`config.mk`:
```
export PLATFORM = sky130hd
export DESIGN_NAME = trq_div
export DESIGN_NICKNAME = d
export VERILOG_FILES = /design/src/design/trq_pkg.sv /design/src/design/trq_div.sv
export SDC_FILE = /design/constraint.sdc
export NUM_CORES = 1
export LEC_CHECK = 0
export BUFFER_PORTS_ARGS = -buffer_cell sky130_fd_sc_hd__buf_4
export CAP_MARGIN = 10
export CORE_ASPECT_RATIO = 2
export CORE_MARGIN = 3
export CORE_UTILIZATION = 50
export CTS_BUF_LIST = sky130_fd_sc_hd__clkbuf_8 sky130_fd_sc_hd__clkbuf_16
export DETAILED_ROUTE_END_ITERATION = 8
export PLACE_DENSITY = 0.71
export SETUP_SLACK_MARGIN = 0.2
export SYNTH_ARGS = -nofsm -noshare
export SYNTH_HDL_FRONTEND = slang
export SYNTH_SLANG_ARGS = --single-unit
```
`constraint.sdc`:
```
create_clock -name clk -period 8.2 [get_ports clk]
set_input_delay 1.23 -clock clk [delete_from_list [all_inputs] [get_ports clk]]
set_output_delay 1.23 -clock clk [all_outputs]
set_load 0.005 [all_outputs]
```
`src/design/trq_pkg.sv`:
```
`timescale 1ns / 1ps
// Shared constants, register codes and helper functions for the trackball core.
// No dependencies; imported by every trq_* module.
package trq_pkg;

	// datapath widths
	localparam int MW = 36;   // multiplier operand width (signed)
	localparam int PW = 72;   // product width
	localparam int SW = 64;   // radicand / dividend width
	localparam int RW = 32;   // root / divisor width
	localparam int ANG_BITS = 30;

	// parameter defaults
	localparam int DEF_CORDIC_STEPS  = 16;
	localparam int DEF_FRACTION_BITS = 14;

	// configuration register indexes
	localparam logic [2:0] CFG_ORIGIN_X = 3'd0;
	localparam logic [2:0] CFG_ORIGIN_Y = 3'd1;
	localparam logic [2:0] CFG_WIDTH    = 3'd2;
	localparam logic [2:0] CFG_HEIGHT   = 3'd3;
	localparam logic [2:0] CFG_TOL      = 3'd4;

	localparam logic signed [MW-1:0] HALF_PI_ANG = 36'sd1686629713;
	localparam logic signed [MW-1:0] INV_GAIN    = 36'sd652032874;
	localparam logic signed [MW-1:0] ONE_ANG     = 36'sd1073741824;

	typedef logic signed [MW-1:0] word_t;

	// arctangent of 2^-i, radians scaled by 2^30, floored
	function automatic word_t atan_entry(input logic [4:0] i);
		word_t v;
		case (i)
			5'd0:  v = 36'sd843314856;
			5'd1:  v = 36'sd497837829;
			5'd2:  v = 36'sd263043836;
			5'd3:  v = 36'sd133525158;
			5'd4:  v = 36'sd67021686;
			5'd5:  v = 36'sd33543515;
			5'd6:  v = 36'sd16775850;
			5'd7:  v = 36'sd8388437;
			5'd8:  v = 36'sd4194282;
			5'd9:  v = 36'sd2097149;
			5'd10: v = 36'sd1048575;
			5'd11: v = 36'sd524287;
			5'd12: v = 36'sd262143;
			5'd13: v = 36'sd131071;
			5'd14: v = 36'sd65535;
			5'd15: v = 36'sd32767;
			5'd16: v = 36'sd16383;
			5'd17: v = 36'sd8191;
			5'd18: v = 36'sd4095;
			5'd19: v = 36'sd2047;
			5'd20: v = 36'sd1023;
			5'd21: v = 36'sd511;
			5'd22: v = 36'sd255;
			5'd23: v = 36'sd127;
			5'd24: v = 36'sd63;
			5'd25: v = 36'sd31;
			5'd26: v = 36'sd15;
			5'd27: v = 36'sd7;
			5'd28: v = 36'sd3;
			5'd29: v = 36'sd1;
			default: v = '0;
		endcase
		return v;
	endfunction

	// 2^30 scale to output scale: add half an LSB, floor shift, saturate to 16 bits
	function automatic logic [15:0] to_out(input word_t v, input int sh);
		logic signed [MW:0] rnd;
		logic signed [MW:0] s;
		rnd = (sh == 0) ? '0 : ((MW+1)'(1) <<< (sh - 1));
		s = ((MW+1)'(v) + rnd) >>> sh;
		if (s > 37'sd32767) return 16'h7FFF;
		else if (s < -37'sd32768) return 16'h8000;
		else return s[15:0];
	endfunction

	// magnitude at or above 2^30
	function automatic logic is_big(input word_t v);
		return (v >= 36'sd1073741824) || (v <= -36'sd1073741824);
	endfunction

endpackage

```
`src/design/trq_div.sv`:
```
`timescale 1ns / 1ps
// Restoring signed divider, truncating toward zero, one quotient bit per cycle.
// Depends on trq_pkg.
module trq_div (
	input  logic                    clk,
	input  logic                    arst_n,
	input  logic                    start,
	input  logic signed [trq_pkg::SW-1:0] num,
	input  logic [trq_pkg::RW-1:0]  den,
	output logic                    done,
	output trq_pkg::word_t          quo
);
	import trq_pkg::*;

	localparam int CW = $clog2(SW + 1);

	logic [SW-1:0] n_q;
	logic [RW-1:0] rem_q, den_q;
	logic          neg_q;
	logic [CW-1:0] cnt_q;
	logic          busy_q;
	logic          done_q;
	logic [RW:0]   tr;
	logic          fit;

	always_comb begin
		tr  = {rem_q, n_q[SW-1]};
		fit = tr >= {1'b0, den_q};
	end

	always_ff @(posedge clk or negedge arst_n) begin
		if (!arst_n) begin
			busy_q <= 1'b0;
			done_q <= 1'b0;
			cnt_q  <= '0;
		end else begin
			done_q <= 1'b0;
			if (start) begin
				busy_q <= 1'b1;
				cnt_q  <= '0;
			end else if (busy_q) begin
				cnt_q <= cnt_q + 1'b1;
				if (cnt_q == CW'(SW - 1)) begin
					busy_q <= 1'b0;
					done_q <= 1'b1;
				end
			end
		end
	end

	// shift-subtract on magnitudes; quotient shifts into the dividend register
	always_ff @(posedge clk) begin
		if (start) begin
			n_q   <= num[SW-1] ? SW'(-num) : SW'(num);
			neg_q <= num[SW-1];
			den_q <= den;
			rem_q <= '0;
		end else if (busy_q) begin
			rem_q <= fit ? RW'(tr - {1'b0, den_q}) : tr[RW-1:0];
			n_q   <= {n_q[SW-2:0], fit};
		end
	end

	assign done = done_q;
	assign quo  = neg_q ? -$signed(n_q[MW-1:0]) : $signed(n_q[MW-1:0]);

endmodule

```
Yosys cells after proc, flatten, opt, wreduce, memory -nomap -nowiden:

Cells that the tools add are included.

* bits in registers: 138
* bits of input ports: 99
* output and inout port bits: 37
* word-level logic and storage cells: 27

* $add $sub $neg: 4
* order comparisons: 1
* eq/ne operators: 1
* multiplexer cells: 13
* reductions and logical operators: 1

Operator list (number)
* 2-to-1 mux 64 bit: 3
* negation 64 bit: 1
* 2-to-1 mux 36 bit: 1
* negation 36 bit: 1
* >= comparator 33 x 32 -> 1 bit: 1
* 2-to-1 mux 32 bit: 1
* subtractor 32 bit: 1
* 2-to-1 mux 7 bit: 2
* adder 7 x 1 -> 7 bit (second input constant): 1
* == test 7 x 6 -> 1 bit (second input constant): 1
* 2-to-1 mux 1 bit: 6
* nonzero test 2 bit: 1

Logic depth before layout (Yosys ltp):

Gate-level depths: netlist of run 1.

* depth in word-level cells: 4
* mapped depth: 14
* gate-level depth less buffers: 12

Worst setup path before layout of run 1:

OpenSTA, ideal clock, no wires.

* kind: reg-to-output
* from: reg n_q[12]
* to: out quo[33]
* data arrival time: 3466 ps
* path slack: 3504 ps
* stages on the path, launching flop included: 10
* cells stage by stage: edfxtp_1 -> or4_4 -> or4_1 -> or2_1 -> or3_1 -> or3_4 -> or3_4 -> or4_4 -> o41ai_2 -> xnor2_1

* word-level cells in the longest chain between the ends: 2

Ends and longest elaborated chain
* start, declared: line trq_div.sv:17 `logic [SW-1:0] n_q;`
* start signal, assigned: line trq_div.sv:54 `n_q <= num[SW-1] ? SW'(-num) : SW'(num);`
* start signal, assigned: line trq_div.sv:60 `n_q <= {n_q[SW-2:0], fit};`
* negation 36 bit: line trq_div.sv:65 `assign quo = neg_q ? -$signed(n_q[MW-1:0]) : $signed(n_q[MW-1:0]);`
* 2-to-1 mux 36 bit: line trq_div.sv:65
* end, declared: line trq_div.sv:11 `output trq_pkg::word_t quo`

Every way passes these cells.

Final worst setup path of run 1:

* from: reg n_q[12]
* to: out quo[32]

The elaborated chain is that of the path after synthesis.

==> results.toml, run 1 <==
[worst_setup_path]
crit_family = "simple AND/OR/NAND/NOR gates"
worstSetupEndpointType = "output port"
r2r.worst_path.cells = 11
cpPeakStageDelay_ns = 0.58
crit_buf_inv = 1
path_class = "reg -> out"
crit_slowest_cell = "or4_4"
regToRegSetupSlack_ns = 4.48
startpoint_type = "flop"
reg2reg_from = "rem_q[25]$_SDFFE_PP0P_"
required_ns = 6.97
r2r_end = "rem_q[11]$_SDFFE_PP0P_"
path_common_cell = "or3_1"
cp_max_fo = 4
path_cells = "or4_4, or4_1, or2_1, or3_1, or3_1, or3_1, or4_1, o31ai_2, xnor2_1, buf_4"
arrival_ns = 4.29

[global_route]
use_met1_pct = 22.85
grt_max_degree = 107
antenna_found_initial = 0
grt-ovfl-total = 0
grt_pass1_wl_um = 37180
grt_pass1_vias = 7912
track_usage_pct = 23.48
met3_usage_pct = 5.207
use_met2_pct = 44.85
busiest_layer = "met2"

[synthesis]
avgSynthCellArea_um2 = 9.082
synthCells = 1004
synth_top_cells_by_count = "nor2_1 (123), a21oi_1 (112), edfxtp_1 (97)"
yosys.area.top_type_share_pct = 31.94
syn_nets = 1139
synth_async_sr_flop_share_pct = 6.522
synth_edf_count = 97
ys_seq_elements = 138
synth.most_common_cell = "nor2_1"
ys_types = 65
synth-main-ff-cell = "edfxtp_1"
ys_top_cells_by_area = "edfxtp_1 (32%), dfxtp_1 (7.0%), xor2_1 (6.6%)"
synth_warnings = 0
synth_seq_area_share_pct = 41.44
netlist_area_mm2 = 0.009119
synth_top_cell_by_area = "edfxtp_1"

[power]
power_density_mw_per_mm2 = 214.7
power_frac_clock_pct = 33.1
power_frac_comb_pct = 27.8
p_leak_nw = 4.466
ir_worst_vdd_mv = 0.1396
p_sw_share_pct = 30.72
p_int_w = 0.001611
seq_power_share_pct = 39.1
power.switching_w = 0.0007144

[route]
drt_iter0_drc = 227
drc = 0
antenna_left = 0
post_drt_wl_per_cell_um = 17.01
drt_pass1_iterations = 4
drt-vias-per-instance = 5.797
via_count = 7739
totalWireLength_um = 22710

[timing]
tightestPinTransition_ns = 1.153
tns_ns = 0
slew_headroom_pct = 23.14
setup-violations-final = 0
rsz0062_at_grt = "no"
fin_skew_ns = 0.008808
setup_ws_ns = 2.679
min_period_ns = 5.521
hold_viol = 0
slew_violations = 0
max_freq_ghz = 0.1811
final.period_utilization_pct = 67.33

[floorplan]
die_h_um = 197.0
fp-row-count = 69
start_util_pct = 51.03
core_region_area_mm2 = 0.01787
fp.dieW_um = 101.5
ios = 136
die_area_mm2 = 0.01999

[placed_design]
port_buffers = 135
place_congestion = 0.8554
place_ws_ns = 2.818
dp_hpwl_um = 16840

[clock_network]
cts_tree = "yes"
worst_skew_pair.late_latency_ns = 0.43
clkSinkCount = 138
clockBufferDepth = 2
cts_buffers = 17
ctsHoldBuffers = 0
clk_pin_slew_ns = 0.06
cts-resized-gates = 0
post_cts_buffers = 0
root_buffer = "clkbuf_16"
h-tree-depth = 4

[flow_run]
maxCapViolCount = 0

[hold_path]
min_to = "rem_q[8]$_SDFFE_PP0P_"
hold-path-cell-count = 2
min_from = "rem_q[8]$_SDFFE_PP0P_"
min_path_type = "reg -> reg"

[finish]
antenna_cells = 0
fin_nets = 1244
fill_cells = 1578
drive_gt1_share_pct = 16.67
syn2layout_area_growth_pct = 18.77

[status]
outcome = "completed"
==> cell type report <==
cell class | count | area [um2] | share of cell area (%)
tap | 213 | 266.5 | 2.461
inverter | 48 | 180.2 | 1.664
timing repair buffer | 140 | 1055 | 9.739
sequential | 138 | 3779 | 34.89
multi-input combinational | 764 | 4955 | 45.75
clock inverter | 11 | 92.59 | 0.8549
clock buffer | 21 | 503.0 | 4.644
==> metrics by stage <==
stage / cells / util, % / cell area (um2) / power [W] / hold WS (ns)
floorplan: 1004 / - / 9119 / 0.001345 / 0.4530
global placement: 1303 / 57.27 / 10230 / 0.001559 / 0.4689
detailed placement: 1303 / 57.27 / 10230 / 0.001567 / 0.4753
CTS: 1335 / 60.60 / 10830 / 0.002342 / 0.4893
global route: 1335 / 60.60 / 10830 / 0.002455 / 0.5131
finish: 1335 / 60.60 / 10830 / 0.002326 / 0.4863
==> state kept, by name (all words and copies together), names as in the netlist <==
signal and flops:
den_q 32, busy_q 1, done 1, n_q 64, cnt_q 7, rem_q 32
neg_q 1
==> tightest hold or removal path, cell delays in order, from the launching register on <==
cell and delay [ns]:
dfxtp_1 0.32, nand2_1 0.05, o21ai_0 0.06
==> placed cells by master (no fill, tap or decap), drive strengths merged, types with 4 or more instances in the layout <==
cell,netlist,layout
dfrtp,9,9
or3,21,21
nor2b,8,8
dfxtp,32,32
clkbuf,51,21
o41ai,17,17
o21ai,65,65
nor2,123,123
and3,4,4
xor2,69,69
or4,16,16
nand2b,15,15
buf,3,140
or2,7,7
inv,48,54
xnor2,53,53
a211oi,19,19
mux2i,12,12
edfxtp,97,97
a31oi,5,5
nor3,11,11
nor4,7,7
nand4,10,10
nand2,54,54
nand3,8,8
ha,35,35
a21o,14,14
a21oi,112,112
o21a,7,7
o31ai,32,32
==> how the worst max path moves through the flow <==
stage / start / to / slack (ns) / cells after the start
after floorplan: n_q[12]$_DFFE_PP_ / quo[33] / 3.50 / 9
after global placement: num[12] / n_q[61]$_DFFE_PP_ / 2.93 / 10
after detailed placement: num[12] / n_q[61]$_DFFE_PP_ / 2.82 / 10
after CTS: n_q[12]$_DFFE_PP_ / quo[32] / 2.69 / 10
after global routing: n_q[12]$_DFFE_PP_ / quo[32] / 2.47 / 10
final: n_q[12]$_DFFE_PP_ / quo[32] / 2.68 / 10
==> kinds of logic after synthesis <==
family,Yosys count,share of synthesized area [%]
AO/OA/AOI/OAI,299,20.46
XOR/XNOR,122,11.72
adder cells (fa/ha/maj),36,5.022
buffers and inverters,102,4.240
flip-flops,138,41.44
multiplexers,13,1.441
AND/OR/NAND/NOR,294,15.68
==> per-layer routing <==
layer | share of wire (%) | up-vias
met2 | 57 | 182
li1 | - | 3861
met3 | 4.5 | 50
met4 | 3.9 | 0
met1 | 34 | 3646
met5 | 0 | -
==> power groups by stage <==
stage / sequential (W) / combinational [W] / clock [W]
3_3_place_gp: 0.000920 / 0.000639 / 0
5_1_grt: 0.000921 / 0.000725 / 0.000809
4_1_cts: 0.000909 / 0.000650 / 0.000782
2_1_floorplan: 0.000901 / 0.000445 / 0
3_5_place_dp: 0.000922 / 0.000645 / 0
6_report: 0.000909 / 0.000648 / 0.000769
No activity file was read; power rests on OpenSTA's default activity.
==> run 2: changes to the inputs <==
PLACE_DENSITY = 0.74   (was 0.71)
clock period = 4.61 ns   (was 8.2 ns; I/O delays follow)
==> results.toml, run 2 (same netlist as run 1, synthesis figures left out) <==
[worst_setup_path]
cp_max_fo = 3
startpoint = "n_q[12]$_DFFE_PP_"
path_class = "reg -> out"
startpoint_type = "flop"
reg2reg_from = "den_q[26]$_DFFE_PP_"
worstSetupEndpointType = "output port"
arrival_ns = 4.10
required_ns = 3.92

[finish]
largestRegisters = "n_q x64, den_q x32, rem_q x32"
drive_gt1_share_pct = 18.40
antenna_cells = 0
fin_nets = 1258
top_register = "n_q"
final_common_cell = "buf_4"
syn2layout_area_growth_pct = 20.07
fill_cells = 1531
largest_register_ffs = 64
mostFrequentLayoutCells = "buf_4 (152), nor2_1 (123), a21oi_1 (112)"
fin_area_mm2 = 0.01095

[power]
ir_worst_vdd_mv = 0.2295
finalPower_w = 0.004067
p_leak_nw = 4.516
power_density_mw_per_mm2 = 371.5

[global_route]
track_usage_pct = 24.34
grt_pass1_wl_um = 38200
antenna_found_initial = 0
grt_max_degree = 72
grt_pass1_vias = 7951
grt-ovfl-total = 0

[timing]
setup_ws_ns = -0.1793
slew_violations = 0
min_period_ns = 4.789
max_freq_ghz = 0.2088
rsz0062_at_grt = "yes"
tns_ns = -0.8415
tightestPinTransition_ns = 1.244
hold_viol = 0
setup-violations-final = 6
fin_skew_ns = 0.008878
slew_headroom_pct = 17.09
final.period_utilization_pct = 103.9

[placed_design]
postPlaceCellArea_mm2 = 0.01027
dp_hpwl_um = 17660
port_buffers = 135
place_congestion = 0.8865

[clock_network]
clockBufferDepth = 2
h-tree-depth = 4
worst_skew_pair.late_latency_ns = 0.43
clkSinkCount = 138
root_buffer = "clkbuf_16"
clk_pin_slew_ns = 0.06
cts_tree = "yes"
cts_buffers = 17

[route]
drt_pass1_iterations = 6
drt_iter0_drc = 257
drc = 0
antenna_left = 0
post_drt_wl_per_cell_um = 17.70
via_count = 7912
drt-vias-per-instance = 5.865
totalWireLength_um = 23880

[floorplan]
fp-row-count = 69
ios = 136
start_util_pct = 51.03
fp.dieW_um = 101.5
core_region_area_mm2 = 0.01787
die_area_mm2 = 0.01999
die_h_um = 197.0

[flow_run]
maxCapViolCount = 0

[status]
violations = "negative setup slack"
outcome = "finished, violations left"

[hold_path]
min_path_type = "in -> async"
run 2: worst paths after layout:
path                                           to  slack [ns]  depth (start not counted)
min                          cnt_q[2]$_DFFE_PN0P_        0.07                          1
min reg2reg                rem_q[20]$_SDFFE_PP0P_        0.49                          2
max in group asynchronous    cnt_q[1]$_DFFE_PN0P_        4.39                          1
max                                       quo[33]       -0.18                         10
min in group clk              den_q[10]$_DFFE_PP_        0.43                          1
max reg2reg                 rem_q[1]$_SDFFE_PP0P_        1.21                         12
run 2: layout make-up:
| class | count | area (um2) | area share, % |
|---|---|---|---|
| multi-input cells | 764 | 5024 | 45.88 |
| clock buffers | 17 | 425.4 | 3.885 |
| inverters | 48 | 180.2 | 1.646 |
| well taps | 213 | 266.5 | 2.434 |
| clock inverters | 15 | 111.4 | 1.017 |
| flip-flops and latches | 138 | 3779 | 34.51 |
| repair buffers | 154 | 1164 | 10.63 |
run 2: layer usage:
metal  track usage [%]  vias to the layer above  share of wire [%]  routed length [um]
met3             6.128                       65                4.7                1117
met4             11.29                        0                4.0                 962
li1                  -                     3901                  -                   -
met2             46.50                      202                 57               13680
met1             23.46                     3744                 34                8121
met5                 0                        -                  0                   0
run 2: worst max-delay path, stage by stage (launching register included):
cell and delay [ns]:
edfxtp_1 0.39, or4_4 0.55, or4_4 0.43, or2_4 0.25, or3_4 0.38, or3_4 0.35
or3_4 0.34, or4_4 0.47, o41ai_4 0.23, xnor2_1 0.15, buf_4 0.13
run 2: power breakdown:
| group | switching, W | internal, W | leakage, nW |
|---|---|---|---|
| combinational | 0.000635 | 0.000548 | 2.90 |
| clock | 0.000533 | 0.000729 | 0.266 |
| sequential | 0.000125 | 0.00150 | 1.35 |
| total | 0.00129 | 0.00277 | 4.52 |
run 2: stage by stage:
step,hold WS [ns],util (%),instances,setup slack [ns]
finish,0.07459,61.27,1349,-0.1793
CTS,0.06199,60.98,1346,-0.1971
global route,0.07598,61.27,1349,-0.2945
detailed placement,0.4813,57.48,1308,0.1637
floorplan,0.3959,-,1004,0.4525
global placement,0.4660,57.48,1308,0.1743
run 2: what timing repair did:
| item | 4_1_cts | 5_1_grt |
|---|---|---|
| buffers inserted | 6 | 3 |
| pin swaps | 0 | 4 |
| hold buffers | 0 | 0 |
| cloned | 0 | 0 |
| setup endpoints to repair | 7 | 9 |
| hold endpoints to repair | 0 | 0 |
| gates resized for setup | 8 | 6 |
==> run 3: changes to the inputs <==
GPL_ROUTABILITY_DRIVEN = 0   (was not set)
MAX_ROUTING_LAYER = met4   (was not set)
==> results.toml, run 3 (same netlist as run 1, synthesis figures left out) <==
[hold_path]
min_path_type = "in -> async"

[placed_design]
dp_hpwl_um = 17660
port_buffers = 135

[timing]
max_freq_ghz = 0.2087
final.period_utilization_pct = 103.9
rsz0062_at_grt = "yes"
slew_headroom_pct = 17.46
tightestPinTransition_ns = 1.238
tns_ns = -0.8549
min_period_ns = 4.791
hold_viol = 0
setup-violations-final = 6
setup_ws_ns = -0.1809
whs_ns = 0.07087
slew_violations = 0
fin_skew_ns = 0.008275

[worst_setup_path]
r2r.worst_path.cells = 12
arrival_ns = 4.10
worstSetupEndpointType = "output port"
regToRegSetupSlack_ns = 1.22
startpoint_type = "flop"
startpoint = "n_q[12]$_DFFE_PP_"
cp_max_fo = 3
required_ns = 3.92
path_class = "reg -> out"
reg2reg_from = "den_q[26]$_DFFE_PP_"
critical_path.endpoint = "quo[33]"
r2r_end = "rem_q[1]$_SDFFE_PP0P_"

[finish]
mostFrequentLayoutCells = "buf_4 (152), nor2_1 (123), a21oi_1 (112)"
drive_gt1_share_pct = 18.40
largestRegisters = "n_q x64, den_q x32, rem_q x32"
fin_nets = 1258
final_common_cell = "buf_4"
antenna_cells = 0
top_register = "n_q"
syn2layout_area_growth_pct = 20.07
largest_register_ffs = 64

[global_route]
grt_max_degree = 72
grt-ovfl-total = 0
grt_pass1_wl_um = 38120
track_usage_pct = 25.06
antenna_found_initial = 0
grt_pass1_vias = 7962

[route]
drt_iter0_drc = 239
post_drt_wl_per_cell_um = 17.71
drt_pass1_iterations = 5
drc = 0
antenna_left = 0
totalWireLength_um = 23890
drt-vias-per-instance = 5.850
via_count = 7892

[clock_network]
cts_buffers = 17
clk_pin_slew_ns = 0.06
ctsHoldBuffers = 0
root_buffer = "clkbuf_16"
clkSinkCount = 138
clockBufferDepth = 2
h-tree-depth = 4
worst_skew_pair.late_latency_ns = 0.43
cts_tree = "yes"

[floorplan]
fp.dieW_um = 101.5
die_area_mm2 = 0.01999
core_region_area_mm2 = 0.01787
start_util_pct = 51.03
die_h_um = 197.0
ios = 136
fp-row-count = 69

[status]
outcome = "finished, violations left"
violations = "negative setup slack"

[power]
finalPower_w = 0.004071
p_leak_nw = 4.516
ir_worst_vdd_mv = 0.2305
power_density_mw_per_mm2 = 371.8

[flow_run]
maxCapViolCount = 0
run 3: cell counts in the layout (fill, tap and decap cells not counted):
Identical to the previous run, type by type.
run 3: where the power goes:
part	internal, W	switching (W)
logic	0.000548	0.000634
registers	0.00150	0.000125
clock network	0.000728	0.000537
total	0.00277	0.00130
run 3: repair_timing:
action | CTS | global route
pin swaps | 0 | 4
buffers inserted | 6 | 3
endpoints found under the hold margin | 0 | 0
setup endpoints to repair | 7 | 9
gates resized for setup | 8 | 6
run 3: area by class of cell:
class,instances,area [um2]
Clock inverter,15,111.4
Fill cell,1531,6922
Sequential cell,138,3779
Tap cell,213,266.5
Clock buffer,17,425.4
Timing Repair Buffer,154,1164
Multi-Input combinational cell,764,5024
Inverter,48,180.2
run 3: metrics by stage:
stage | setup WS [ns] | utilization, % | cells | area (um2)
2_1_floorplan | 0.4525 | - | 1004 | 9119
3_3_place_gp | 0.1743 | 57.48 | 1308 | 10270
3_5_place_dp | 0.1637 | 57.48 | 1308 | 10270
4_1_cts | -0.1971 | 60.98 | 1346 | 10900
5_1_grt | -0.2959 | 61.27 | 1349 | 10950
6_report | -0.1809 | 61.27 | 1349 | 10950
run 3: critical path, stage by stage, from the launching register on:
cell and delay, ns:
edfxtp_1 0.39, or4_4 0.55, or4_4 0.43, or2_4 0.25
or3_4 0.38, or3_4 0.35, or3_4 0.34, or4_4 0.47
o41ai_4 0.23, xnor2_1 0.16, buf_4 0.13
run 3: how the worst min path moves through the flow:
stage                     startpoint               endpoint  cells past startpoint
2_1_floorplan                 arst_n       busy_q$_DFF_PN0_                      0
3_3_place_gp   rem_q[2]$_SDFFE_PP0P_  rem_q[2]$_SDFFE_PP0P_                      2
3_5_place_dp   rem_q[4]$_SDFFE_PP0P_  rem_q[4]$_SDFFE_PP0P_                      2
4_1_cts                       arst_n   cnt_q[2]$_DFFE_PN0P_                      1
5_1_grt                       arst_n   cnt_q[5]$_DFFE_PN0P_                      1
6_report                      arst_n   cnt_q[2]$_DFFE_PN0P_                      1
run 3: layer usage:
layer	GRT usage, %	vias up	wire [um]
met2	46.60	197	13710
met4	11.29	0	969
met3	5.384	71	1099
met5	-	-	0
li1	-	3894	-
met1	23.87	3730	8108
